### config.mk
export PLATFORM = sky130hd
export DESIGN_NAME = fvps_cell
export DESIGN_NICKNAME = d
export VERILOG_FILES = /design/src/fvps_pkg.sv /design/src/fvps_cell.sv
export SDC_FILE = /design/constraint.sdc
export NUM_CORES = 1
export LEC_CHECK = 0
export ABC_CLOCK_PERIOD_IN_PS = 6900
export BUFFER_PORTS_ARGS = -buffer_cell sky130_fd_sc_hd__clkbuf_2
export CAP_MARGIN = 25
export CORE_ASPECT_RATIO = 0.75
export CORE_MARGIN = 10
export CORE_UTILIZATION = 45
export CTS_BUF_LIST = sky130_fd_sc_hd__clkbuf_16
export DETAILED_ROUTE_END_ITERATION = 8
export HOLD_SLACK_MARGIN = 0.03
export PLACE_DENSITY = 0.76
export SKIP_CTS_REPAIR_TIMING = 1
export SLEW_MARGIN = 20
export SYNTH_ARGS = -nofsm -noshare
export SYNTH_HDL_FRONTEND = slang
export SYNTH_SLANG_ARGS = --single-unit
### constraint.sdc
create_clock -name clock -period 6.9 [get_ports clock]
set_input_delay 0 -clock clock [delete_from_list [all_inputs] [get_ports clock]]
set_output_delay 0 -clock clock [all_outputs]
set_load 0.01 [all_outputs]
### src/fvps_pkg.sv
// Shared types, constants and the entry compare for the feature/value pair sorter.
// Used by fvps_cell and feature_value_pair_sorter_unit; depends on nothing.
package fvps_pkg;

   // Store depth and key width
   localparam int CAPACITY     = 64;
   localparam int FEATURE_BITS = 16;

   // Field widths
   localparam int FEAT_W   = 16;
   localparam int EXID_W   = 20;
   localparam int VAL_W    = 32;
   localparam int STATUS_W = 2;
   localparam int REQ_DATA_W = ((FEAT_W + EXID_W + VAL_W + 7) / 8) * 8;
   localparam int RSP_DATA_W = ((FEAT_W + EXID_W + VAL_W + STATUS_W + 7) / 8) * 8;

   // Only the low FEATURE_BITS bits of a feature id are kept
   localparam logic [FEAT_W-1:0] FEAT_MASK = FEAT_W'((64'd1 << FEATURE_BITS) - 64'd1);

   // Request kinds
   localparam logic OP_INSERT = 1'b0;
   localparam logic OP_POP    = 1'b1;

   // Result status codes
   localparam logic [STATUS_W-1:0] STATUS_OK    = 2'd0;
   localparam logic [STATUS_W-1:0] STATUS_EMPTY = 2'd1;
   localparam logic [STATUS_W-1:0] STATUS_FULL  = 2'd2;

   typedef struct packed {
      logic [FEAT_W-1:0]        feat;
      logic signed [VAL_W-1:0]  val;
      logic [EXID_W-1:0]        exid;
   } fvps_entry_type;

   // Operation broadcast to every cell in the chain
   typedef struct packed {
      logic insert;
      logic pop;
   } fvps_ctrl_type;

   // True when a sorts strictly before b: feature, then signed value, then example id
   function automatic logic entry_less(input fvps_entry_type a, input fvps_entry_type b);
      logic result;
      if (a.feat != b.feat) begin
         result = (a.feat < b.feat);
      end else if (a.val != b.val) begin
         result = ($signed(a.val) < $signed(b.val));
      end else begin
         result = (a.exid < b.exid);
      end
      return result;
   endfunction

endpackage

### src/fvps_cell.sv
// One slot of the sorted chain: holds an entry and its valid flag.
// Depends on fvps_pkg for the entry type, control struct and compare.
module fvps_cell
   import fvps_pkg::*;
(
   input  logic           clock,
   input  logic           reset,
   input  fvps_ctrl_type  ctrl,
   input  fvps_entry_type new_entry,
   input  logic           left_lt,
   input  logic           left_valid,
   input  fvps_entry_type left_entry,
   input  logic           right_valid,
   input  fvps_entry_type right_entry,
   output logic           lt,
   output logic           valid,
   output fvps_entry_type entry
);

   logic           valid_ff, valid_in;
   fvps_entry_type entry_ff, entry_in;

   // New entry goes before this slot (an empty slot always yields)
   assign lt = !valid_ff || entry_less(new_entry, entry_ff);

   // Pick next content: shift right on insert, shift left on pop
   always_comb begin
      valid_in = valid_ff;
      entry_in = entry_ff;
      if (ctrl.insert && lt) begin
         if (left_lt) begin
            valid_in = left_valid;
            entry_in = left_entry;
         end else begin
            valid_in = 1'b1;
            entry_in = new_entry;
         end
      end else if (ctrl.pop) begin
         valid_in = right_valid;
         entry_in = right_entry;
      end
   end

   always_ff @(posedge clock) begin
      if (reset) begin
         valid_ff <= 1'b0;
      end else begin
         valid_ff <= valid_in;
      end
      entry_ff <= entry_in;
   end

   assign valid = valid_ff;
   assign entry = entry_ff;

endmodule

# [Yosys cells after proc, flatten, opt, wreduce, memory -nomap -nowiden]
# Cells that the tools add are included.
# W data, S select, Z words.
[word_totals] wordCells=21 in_bits=211 regBits=69 output_inout_bits=70
[classes] reduce_logical=4 n_eq_ne=2 magnitude_cmp=3 n_mux=8
[ops] cell="$mux W68" n=3
[ops] cell="$lt A32 B32 Y1" n=1
[ops] cell="$ne A32 B32 Y1" n=1
[ops] cell="$lt A20 B20 Y1" n=1
[ops] cell="$lt A16 B16 Y1" n=1
[ops] cell="$ne A16 B16 Y1" n=1
[ops] cell="$mux W1" n=5
[ops] cell="$reduce_bool A2 Y1" n=1
[ops] cell="$logic_and A1 B1 Y1" n=1
[ops] cell="$logic_not A1 Y1" n=1
[ops] cell="$logic_or A1 B1 Y1" n=1

# [Depth between registers and ports, before layout]
# Gate-level depths: netlist (run 1).
[logic_depth] ltp_word=6 mapped_depth=10 mapped_depth_nobuf=9

# [Worst setup path before layout (run 1)]
# No wires, ideal clock.
[synth_path] path_kind="register to register" from="register entry_ff (netlist bit entry[47])" to="register entry_ff (netlist bit entry[0]), enable pin" arrival_ps=3316 path_slack_ps=3187 required_time_ps=6503 synth_period_minus_slack_ps=3713 path_buffers=1 path_stages_with_launch=11 setup_ps=397 path_cell_list="edfxtp_1 inv_1 ha_1 nand4_1 or4_1 inv_1 o31ai_1 a2111o_1 a31oi_4 buf_6 or2_2"
[synth_between] elab_chain_len=6 elab_cells_between_ends=7 classes_between="order compare (1); eq/ne (1); mux (2); reduce/logical (3)"
[synth_rtl] item="start, declared" line_no="fvps_cell.sv:21" text="fvps_entry_type entry_ff, entry_in;"
[synth_rtl] item="start signal, assigned" line_no="fvps_cell.sv:50" text="entry_ff <= entry_in;"
[synth_rtl] item="$lt A32 B32 Y1 / $ne A32 B32 Y1 (equally long branches)" line_no="fvps_pkg.sv:47, fvps_pkg.sv:46"
[synth_rtl] item="$mux W1 (*)" line_no="fvps_pkg.sv:46" text="end else if (a.val != b.val) begin"
[synth_rtl] item="$mux W1 (*)" line_no="fvps_pkg.sv:44" text="if (a.feat != b.feat) begin"
[synth_rtl] item="$logic_or A1 B1 Y1 (*)" line_no="fvps_cell.sv:24" text="assign lt = !valid_ff || entry_less(new_entry, entry_ff);"
[synth_rtl] item="$logic_and A1 B1 Y1 (*)" line_no="fvps_cell.sv:30" text="if (ctrl.insert && lt) begin"
[synth_rtl] item="$reduce_bool A2 Y1 (no source line) (*)"
# Mark *: on every way between the ends. The rest lies on a longest branch, timed or not.
# A chain may end at the register's enable or synchronous reset.

==> results of run 1 <==
==> worst max-delay path: stages (launching register included) <==
cell	delay [ns]
sky130_fd_sc_hd__edfxtp_1	0.37
sky130_fd_sc_hd__inv_1	0.06
sky130_fd_sc_hd__ha_1	0.29
sky130_fd_sc_hd__nand4_1	0.15
sky130_fd_sc_hd__nor4_1	0.53
sky130_fd_sc_hd__nor4bb_1	0.57
sky130_fd_sc_hd__o211ai_1	0.22
sky130_fd_sc_hd__o211a_1	0.29
sky130_fd_sc_hd__a31oi_4	0.15
sky130_fd_sc_hd__buf_4	0.74
sky130_fd_sc_hd__mux2_2	0.44
==> layer usage <==
metal	wire length (um)	vias up	share of wire
met5	0	-	0
met4	377	0	0.020
met3	1520	34	0.079
met2	9780	216	0.51
met1	7550	2371	0.39
li1	-	2450	-
==> power groups by stage <==
stage                     clock (mW)  combinational, mW  sequential, mW
after detailed placement           0              0.435           0.563
after CTS                      0.410              0.438           0.554
after floorplan                    0              0.230           0.583
final                          0.401              0.466           0.554
after global placement             0              0.419           0.558
after global routing           0.429              0.514           0.560
==> cell type report <==
cell class,count,share of cell area
clock buffer,9,0.0284
sequential,69,0.260
timing repair buffer,350,0.264
multi-input combinational,321,0.386
clock inverter,6,0.00316
tap,162,0.0256
inverter,70,0.0331
==> state kept, by name, indices dropped and copies added, names as in the netlist <==
register  count
entry        68
valid         1
==> per-stage QoR <==
| stage | instances | power (mW) | hold WS, ns | worst slack [ns] | cell area (um^2) |
|---|---|---|---|---|---|
| 2_1_floorplan | 475 | 0.813 | 0.201 | 3.19 | 5490 |
| 3_3_place_gp | 905 | 0.977 | 0.292 | 2.80 | 7010 |
| 3_5_place_dp | 905 | 0.997 | 0.293 | 2.48 | 7010 |
| 4_1_cts | 920 | 1.40 | -0.0480 | 2.47 | 7260 |
| 5_1_grt | 987 | 1.50 | 0.0345 | 2.53 | 7930 |
| 6_report | 987 | 1.42 | 0.0431 | 2.77 | 7930 |
==> cell usage in the layout, fill, tap and decap left out, types with 2 or more instances in the layout <==
cell type                         n
sky130_fd_sc_hd__dlygate4sd3_1   67
sky130_fd_sc_hd__a211oi_1         3
sky130_fd_sc_hd__o21ai_0         13
sky130_fd_sc_hd__ha_1            67
sky130_fd_sc_hd__mux2_1           6
sky130_fd_sc_hd__nand2_1         17
sky130_fd_sc_hd__a21oi_1         23
sky130_fd_sc_hd__nor2_1          11
sky130_fd_sc_hd__clkinv_2         2
sky130_fd_sc_hd__and3_1           2
sky130_fd_sc_hd__clkbuf_2       279
sky130_fd_sc_hd__mux2_2         129
sky130_fd_sc_hd__clkbuf_16        9
sky130_fd_sc_hd__nand4_1         16
sky130_fd_sc_hd__o21a_1           2
sky130_fd_sc_hd__edfxtp_1        68
sky130_fd_sc_hd__buf_4            3
sky130_fd_sc_hd__nor4_1           2
sky130_fd_sc_hd__o211ai_1         3
sky130_fd_sc_hd__nand3_1          4
sky130_fd_sc_hd__nor3_1           2
sky130_fd_sc_hd__inv_1           73
sky130_fd_sc_hd__a21o_1           2
==> final timing paths <==
| check | depth (start not counted) | to | from |
|---|---|---|---|
| min | 2 | entry[55]$_DFFE_PP_ | right_entry[55] |
| max | 10 | entry[41]$_DFFE_PP_ | entry[33]$_DFFE_PP_ |
| max reg2reg | 10 | entry[41]$_DFFE_PP_ | entry[33]$_DFFE_PP_ |
| min reg2reg | 3 | valid$_SDFFE_PP0P_ | valid$_SDFFE_PP0P_ |
==> logic make-up (layout without fill, tap and decap cells) <==
kind of cell,Yosys count,after routing
and+or+nand+nor,62,62
muxes,136,136
adders and majority gates,67,67
DFF,69,69
buffers and inverters,85,435
AOI/OAI and AO/OA,56,56
==> synth_stat cells (all sizes together), types with 2 or more instances <==
| master | n | share of area |
|---|---|---|
| inv | 70 | 0.048 |
| or4 | 2 | 0.0034 |
| and3 | 2 | 0.0023 |
| o211ai | 3 | 0.0041 |
| mux2 | 135 | 0.28 |
| nor2 | 11 | 0.0075 |
| a21o | 2 | 0.0027 |
| nor3 | 2 | 0.0018 |
| nand4 | 16 | 0.018 |
| a2111oi | 2 | 0.0043 |
| nand3 | 4 | 0.0036 |
| ha | 67 | 0.15 |
| o21a | 2 | 0.0027 |
| edfxtp | 68 | 0.37 |
| o21ai | 13 | 0.012 |
| nor4 | 2 | 0.0023 |
| a21oi | 23 | 0.021 |
| buf | 7 | 0.014 |
| clkbuf | 8 | 0.0055 |
| a211oi | 3 | 0.0041 |
| nand2 | 17 | 0.012 |
==> flow_metrics.py, run 1 <==
metrics = {
    "status": {
        "outcome": "completed",
    },
    "synth": {
        "synth_seq_cells": 69,
        "syn-mean-instance-area_um2": 11.6,
        "synth_compound_area_frac": 0.0663,
        "syn-num-nets": 753,
        "synth_sequential_area_ratio": 0.376,
        "synthesis.instances": 475,
        "synth_flop_cell": "sky130_fd_sc_hd__edfxtp_1",
        "area_share_of_fa_ha_maj_cells_after_synthesis": 0.153,
        "synth-simple-area-share": 0.0588,
        "async_reset_ff_frac": 0,
        "post_synth_instance_area_mm2": 0.00549,
        "synth.distinct_cells": 40,
        "synth_top_family_by_area": "multiplexers",
        "synth.mux.area_fraction": 0.279,
        "synth_warnings": 0,
        "synth_edf_count": 68,
        "post_synth_xor_area_fraction": 0,
    },
    "critical_path": {
        "setup_slack_of_the_worst_register_to_register_path_ns": 2.77,
        "critPathArrivalTime_ns": 4.20,
        "worstSetupEndpointType": "flop",
        "start_kind": "flop",
        "crit_required_ns": 6.97,
        "path_class": "reg2reg",
        "path_max_fanout": 69,
    },
    "sta": {
        "max_slew_margin": 0.369,
        "drv_slew": 0,
        "layout_min_cycle_time_ns": 4.13,
        "grt_setup_unrepaired": "false",
        "fmax_ghz": 0.242,
        "worst-slew-pin-transition_ns": 0.946,
        "finalSetupViolCount": 0,
        "fin_worst_skew_ns": 0.00712,
        "finalSetupTns_ns": 0,
        "timing.final.crit_share": 0.598,
        "finalHoldViolations": 0,
    },
    "clock_tree": {
        "cts.reportedPaths.clkPinSlew_ns": 0.06,
        "cts_root_buffer": "sky130_fd_sc_hd__clkbuf_16",
        "tritoncts": "built",
        "clock_sinks": 69,
        "h-tree-depth": 3,
        "cts_made_buffers": 9,
        "cts_buffer_depth": 2,
        "clk_latency_ns": 0.33,
    },
    "grt": {
        "global_route_wire_length_before_repair_um": 27200,
        "top_usage_layer": "met2",
        "grtUsageMet1": 0.221,
        "globalRouteMet3Util": 0.0764,
        "antenna_found_initial": 0,
        "grt_use_met2": 0.358,
        "groute.usage.overall": 0.200,
        "overflow": 0,
        "first_global_vias": 5173,
        "grt_max_degree": 72,
    },
    "hold_path": {
        "holdCritPathClass": "in2reg",
    },
    "power_and_ir_drop": {
        "pwr-share-comb": 0.328,
        "power_frac_seq": 0.390,
        "switchingPower_uw": 424,
        "cellInternalPower_uw": 997,
        "sw_frac_of_total": 0.298,
        "maximum_vdd_ir_drop_v": 0.000120,
        "p_clk_frac": 0.282,
        "total_leakage_power_nw": 3.92,
        "power_density_mw_per_mm2": 179,
    },
    "drt": {
        "routed_wirelength_um": 19200,
        "final_antenna_net_count": 0,
        "wl_per_cell_um": 19.5,
        "first_iter_violations": 196,
        "detail_route.vias_per_cell": 5.14,
        "dr.pass1.iters": 4,
        "drc_violation_count_after_routing": 0,
        "dr_total_vias": 5071,
    },
    "cells_and_area": {
        "post_route_cells_drive_above_1_share": 0.518,
        "regArea_mm2": 0.00206,
        "post-route-util": 0.675,
        "antennaDiodeCount": 0,
        "fillers": 892,
        "nNetsFinal": 1099,
        "flow.area_growth_from_synthesis_pct": 44.5,
        "multiInputGateArea_mm2": 0.00306,
    },
    "floorplanning": {
        "io_pins": 281,
        "placementRows": 34,
        "die_height_um": 116,
        "fp.dieW_um": 148,
        "floorplan.core_area_mm2": 0.0117,
        "initial_standard_cell_utilization_of_the_core": 0.467,
        "design.die.area_mm2": 0.0171,
    },
    "place": {
        "place_congestion": 0.864,
        "port-buffer-count": 280,
        "detailedPlacementHpwl_um": 15100,
    },
    "flow_run": {
        "max_cap_viol_count": 0,
    },
}
No activity file was read; power rests on OpenSTA's default activity.
==> inputs of run 2 (changes only) <==
- ABC_AREA: unset -> 1
- ABC_CLOCK_PERIOD_IN_PS: 6900 -> 3550
- CORE_UTILIZATION: 45 -> 43
- clock period: 6.9 -> 3.55 ns (I/O delays scaled with it)
==> run 2 against run 1 <==
Compared with the run above:
- the flow now finishes with violations (negative hold slack)
- maximum frequency increased by 32%
- utilization shrank 1.1 points
- global-route usage increased by 0.10 points
- area after synthesis up 3.1%
- sequential share of layout area down 2.0 points
- non-clock buffer count up 47
- total power grew 110%
- critical path depth grew 6
- combinational power up 120%
- critical endpoint is now entry[8]$_DFFE_PP_
- largest power group unchanged
- highest routed layer unchanged
==> flow_metrics.py, run 2 <==
metrics = {
    "drt": {
        "routed_wirelength_um": 21700,
        "wl_per_cell_um": 17.6,
        "dr_total_vias": 6146,
        "first_iter_violations": 359,
        "final_antenna_net_count": 0,
        "detail_route.vias_per_cell": 4.98,
        "drc_violation_count_after_routing": 0,
        "dr.pass1.iters": 5,
    },
    "flow_run": {
        "max_cap_viol_count": 0,
    },
    "hold_path": {
        "holdCritPathClass": "in2reg",
    },
    "clock_tree": {
        "tritoncts": "built",
        "cts.reportedPaths.clkPinSlew_ns": 0.06,
        "cts_buffer_depth": 2,
        "clock_sinks": 69,
        "cts_made_buffers": 9,
        "cts_root_buffer": "sky130_fd_sc_hd__clkbuf_16",
        "h-tree-depth": 3,
        "clk_latency_ns": 0.33,
    },
    "cells_and_area": {
        "mostFrequentLayoutCells": "sky130_fd_sc_hd__clkbuf_2 (279), sky130_fd_sc_hd__nand2_1 (205), sky130_fd_sc_hd__dlygate4sd3_1 (113)",
        "flow.area_growth_from_synthesis_pct": 51.7,
        "nNetsFinal": 1332,
        "post_route_cells_drive_above_1_share": 0.370,
        "regArea_mm2": 0.00206,
        "fillers": 1032,
        "finish.instance_area_mm2": 0.00859,
        "mostFrequentLayoutCell": "sky130_fd_sc_hd__clkbuf_2",
        "finalNonFillerCells": 1234,
        "largest_reg_flops": 68,
        "multiInputGateArea_mm2": 0.00309,
    },
    "synth": {
        "synth_seq_cells": 69,
        "async_reset_ff_frac": 0,
        "post-synth-top-area-fraction": 0.361,
        "synth_warnings": 0,
        "synth_sequential_area_ratio": 0.364,
        "synth_top_cells_by_count": "sky130_fd_sc_hd__nand2_1 (206), sky130_fd_sc_hd__inv_1 (86), sky130_fd_sc_hd__edfxtp_1 (68)",
        "synthesis.instances": 674,
        "syn-num-nets": 952,
        "synthTopCellsByArea": "sky130_fd_sc_hd__edfxtp_1 (36%), sky130_fd_sc_hd__ha_1 (15%), sky130_fd_sc_hd__nand2_1 (14%), sky130_fd_sc_hd__or2_2 (7.2%), sky130_fd_sc_hd__o211ai_1 (6.5%)",
        "post_synth_instance_area_mm2": 0.00566,
        "syn-mean-instance-area_um2": 8.40,
        "synth_flop_cell": "sky130_fd_sc_hd__edfxtp_1",
        "synth_top_cell_by_area": "sky130_fd_sc_hd__edfxtp_1",
        "synth.most_common_cell": "sky130_fd_sc_hd__nand2_1",
        "synth_edf_count": 68,
        "synth.distinct_cells": 31,
    },
    "floorplanning": {
        "placementRows": 36,
        "io_pins": 281,
        "fp.dieW_um": 152,
        "design.die.area_mm2": 0.0182,
        "initial_standard_cell_utilization_of_the_core": 0.438,
        "floorplan.core_area_mm2": 0.0129,
        "die_height_um": 119,
    },
    "critical_path": {
        "worstSetupEndpointType": "flop",
        "start_kind": "flop",
        "setup_slack_of_the_worst_register_to_register_path_ns": 0.43,
        "crit_required_ns": 3.75,
        "path_class": "reg2reg",
        "critPathArrivalTime_ns": 3.32,
        "path_max_fanout": 68,
    },
    "sta": {
        "max_slew_margin": 0.408,
        "drv_slew": 0,
        "fmax_ghz": 0.320,
        "finalSetupViolCount": 0,
        "layout_min_cycle_time_ns": 3.12,
        "fin_worst_skew_ns": 0.00935,
        "final.hold.worst_slack_ns": -0.00537,
        "finalHoldViolations": 1,
        "worst-slew-pin-transition_ns": 0.889,
        "finalSetupTns_ns": 0,
        "final.setup.worst_slack_ns": 0.426,
        "timing.final.crit_share": 0.880,
        "grt_setup_unrepaired": "false",
    },
    "power_and_ir_drop": {
        "power_density_mw_per_mm2": 351,
        "total_leakage_power_nw": 4.52,
        "maximum_vdd_ir_drop_v": 0.000204,
    },
    "place": {
        "detailedPlacementHpwl_um": 15100,
        "dpl_worst_slack_ns": 0.476,
        "placed_cells": 1101,
        "placed_cell_areas_mm2": 0.00716,
        "place_congestion": 0.831,
        "port-buffer-count": 280,
    },
    "grt": {
        "grtUsageMet1": 0.247,
        "grt_use_met2": 0.332,
        "globalRouteMet3Util": 0.0759,
        "overflow": 0,
        "first_global_vias": 5901,
        "groute.usage.overall": 0.201,
        "antenna_found_initial": 3,
        "global_route_wire_length_before_repair_um": 30000,
        "grt_max_degree": 73,
        "top_usage_layer": "met2",
    },
    "status": {
        "outcome": "finished, violations left",
        "failed_checks": "negative hold slack",
    },
}
==> run 2: cell count changes in the layout (fill, tap and decap cells not counted), sizes merged, moves of 6 or more <==
cell         delta
nand2         +191
mux2          -135
o211ai         +66
or2            +64
dlygate4sd3    +46
inv            +16
nand4          -12
a21oi           +8
nor2            +6
==> run 2: critical path, stage by stage, from the launching register on <==
cell,delay (ns)
sky130_fd_sc_hd__edfxtp_1,0.41
sky130_fd_sc_hd__inv_1,0.07
sky130_fd_sc_hd__ha_1,0.23
sky130_fd_sc_hd__a21oi_1,0.23
sky130_fd_sc_hd__o21a_1,0.14
sky130_fd_sc_hd__nand2_1,0.05
sky130_fd_sc_hd__a21oi_1,0.25
sky130_fd_sc_hd__nand2_1,0.09
sky130_fd_sc_hd__nand2_1,0.06
sky130_fd_sc_hd__nand3_1,0.07
sky130_fd_sc_hd__nand2_1,0.08
sky130_fd_sc_hd__nand2_1,0.08
sky130_fd_sc_hd__nand2_4,0.12
sky130_fd_sc_hd__nand2_8,0.19
sky130_fd_sc_hd__inv_6,0.53
sky130_fd_sc_hd__o211ai_1,0.22
sky130_fd_sc_hd__nand2_1,0.10
==> run 2: cell families (layout without fill, tap and decap cells) <==
family	after synthesis	in the layout	share of synthesized area
buffers and inverters	117	502	0.0911
AO/OA/AOI/OAI	115	115	0.153
adder cells (fa/ha/maj)	67	67	0.148
other	0	4	0
flip-flops	69	69	0.364
AND/OR/NAND/NOR	306	306	0.243
==> run 2: area by class of cell <==
type | count | area share
sequential | 69 | 0.240
clock inverter | 7 | 0.00685
multi-input combinational | 488 | 0.360
tap | 171 | 0.0249
antenna | 4 | 0.00117
timing repair buffer | 397 | 0.301
clock buffer | 9 | 0.0262
inverter | 89 | 0.0396
==> run 2: power breakdown <==
group	total [mW]	switching [mW]	internal, mW
logic	1.03	0.564	0.467
clock network	0.884	0.349	0.534
registers	1.10	0.0624	1.04
total	3.01	0.976	2.04
==> run 2: worst paths after layout <==
| check | from | to | depth (start not counted) |
|---|---|---|---|
| worst max-delay path | entry[49]$_DFFE_PP_ | entry[8]$_DFFE_PP_ | 16 |
| worst min-delay path | new_entry[3] | entry[3]$_DFFE_PP_ | 3 |
| worst max register to register | entry[49]$_DFFE_PP_ | entry[8]$_DFFE_PP_ | 16 |
| worst min register to register | valid$_SDFFE_PP0P_ | valid$_SDFFE_PP0P_ | 2 |
==> run 2: stage by stage <==
stage,total power [mW],hold slack (ns),utilization
after floorplan,1.65,0.0691,-
after global placement,2.00,0.157,0.554
after detailed placement,2.03,0.157,0.554
after CTS,2.92,-0.192,0.576
after global routing,3.19,0.0315,0.664
final,3.01,-0.00537,0.664
==> run 2: layer usage <==
layer	vias to the layer above	part of all wire	wire, um
li1	3028	-	-
met1	2767	0.40	8670
met2	328	0.49	10600
met3	23	0.10	2190
met4	0	0.011	244
met5	-	0	0
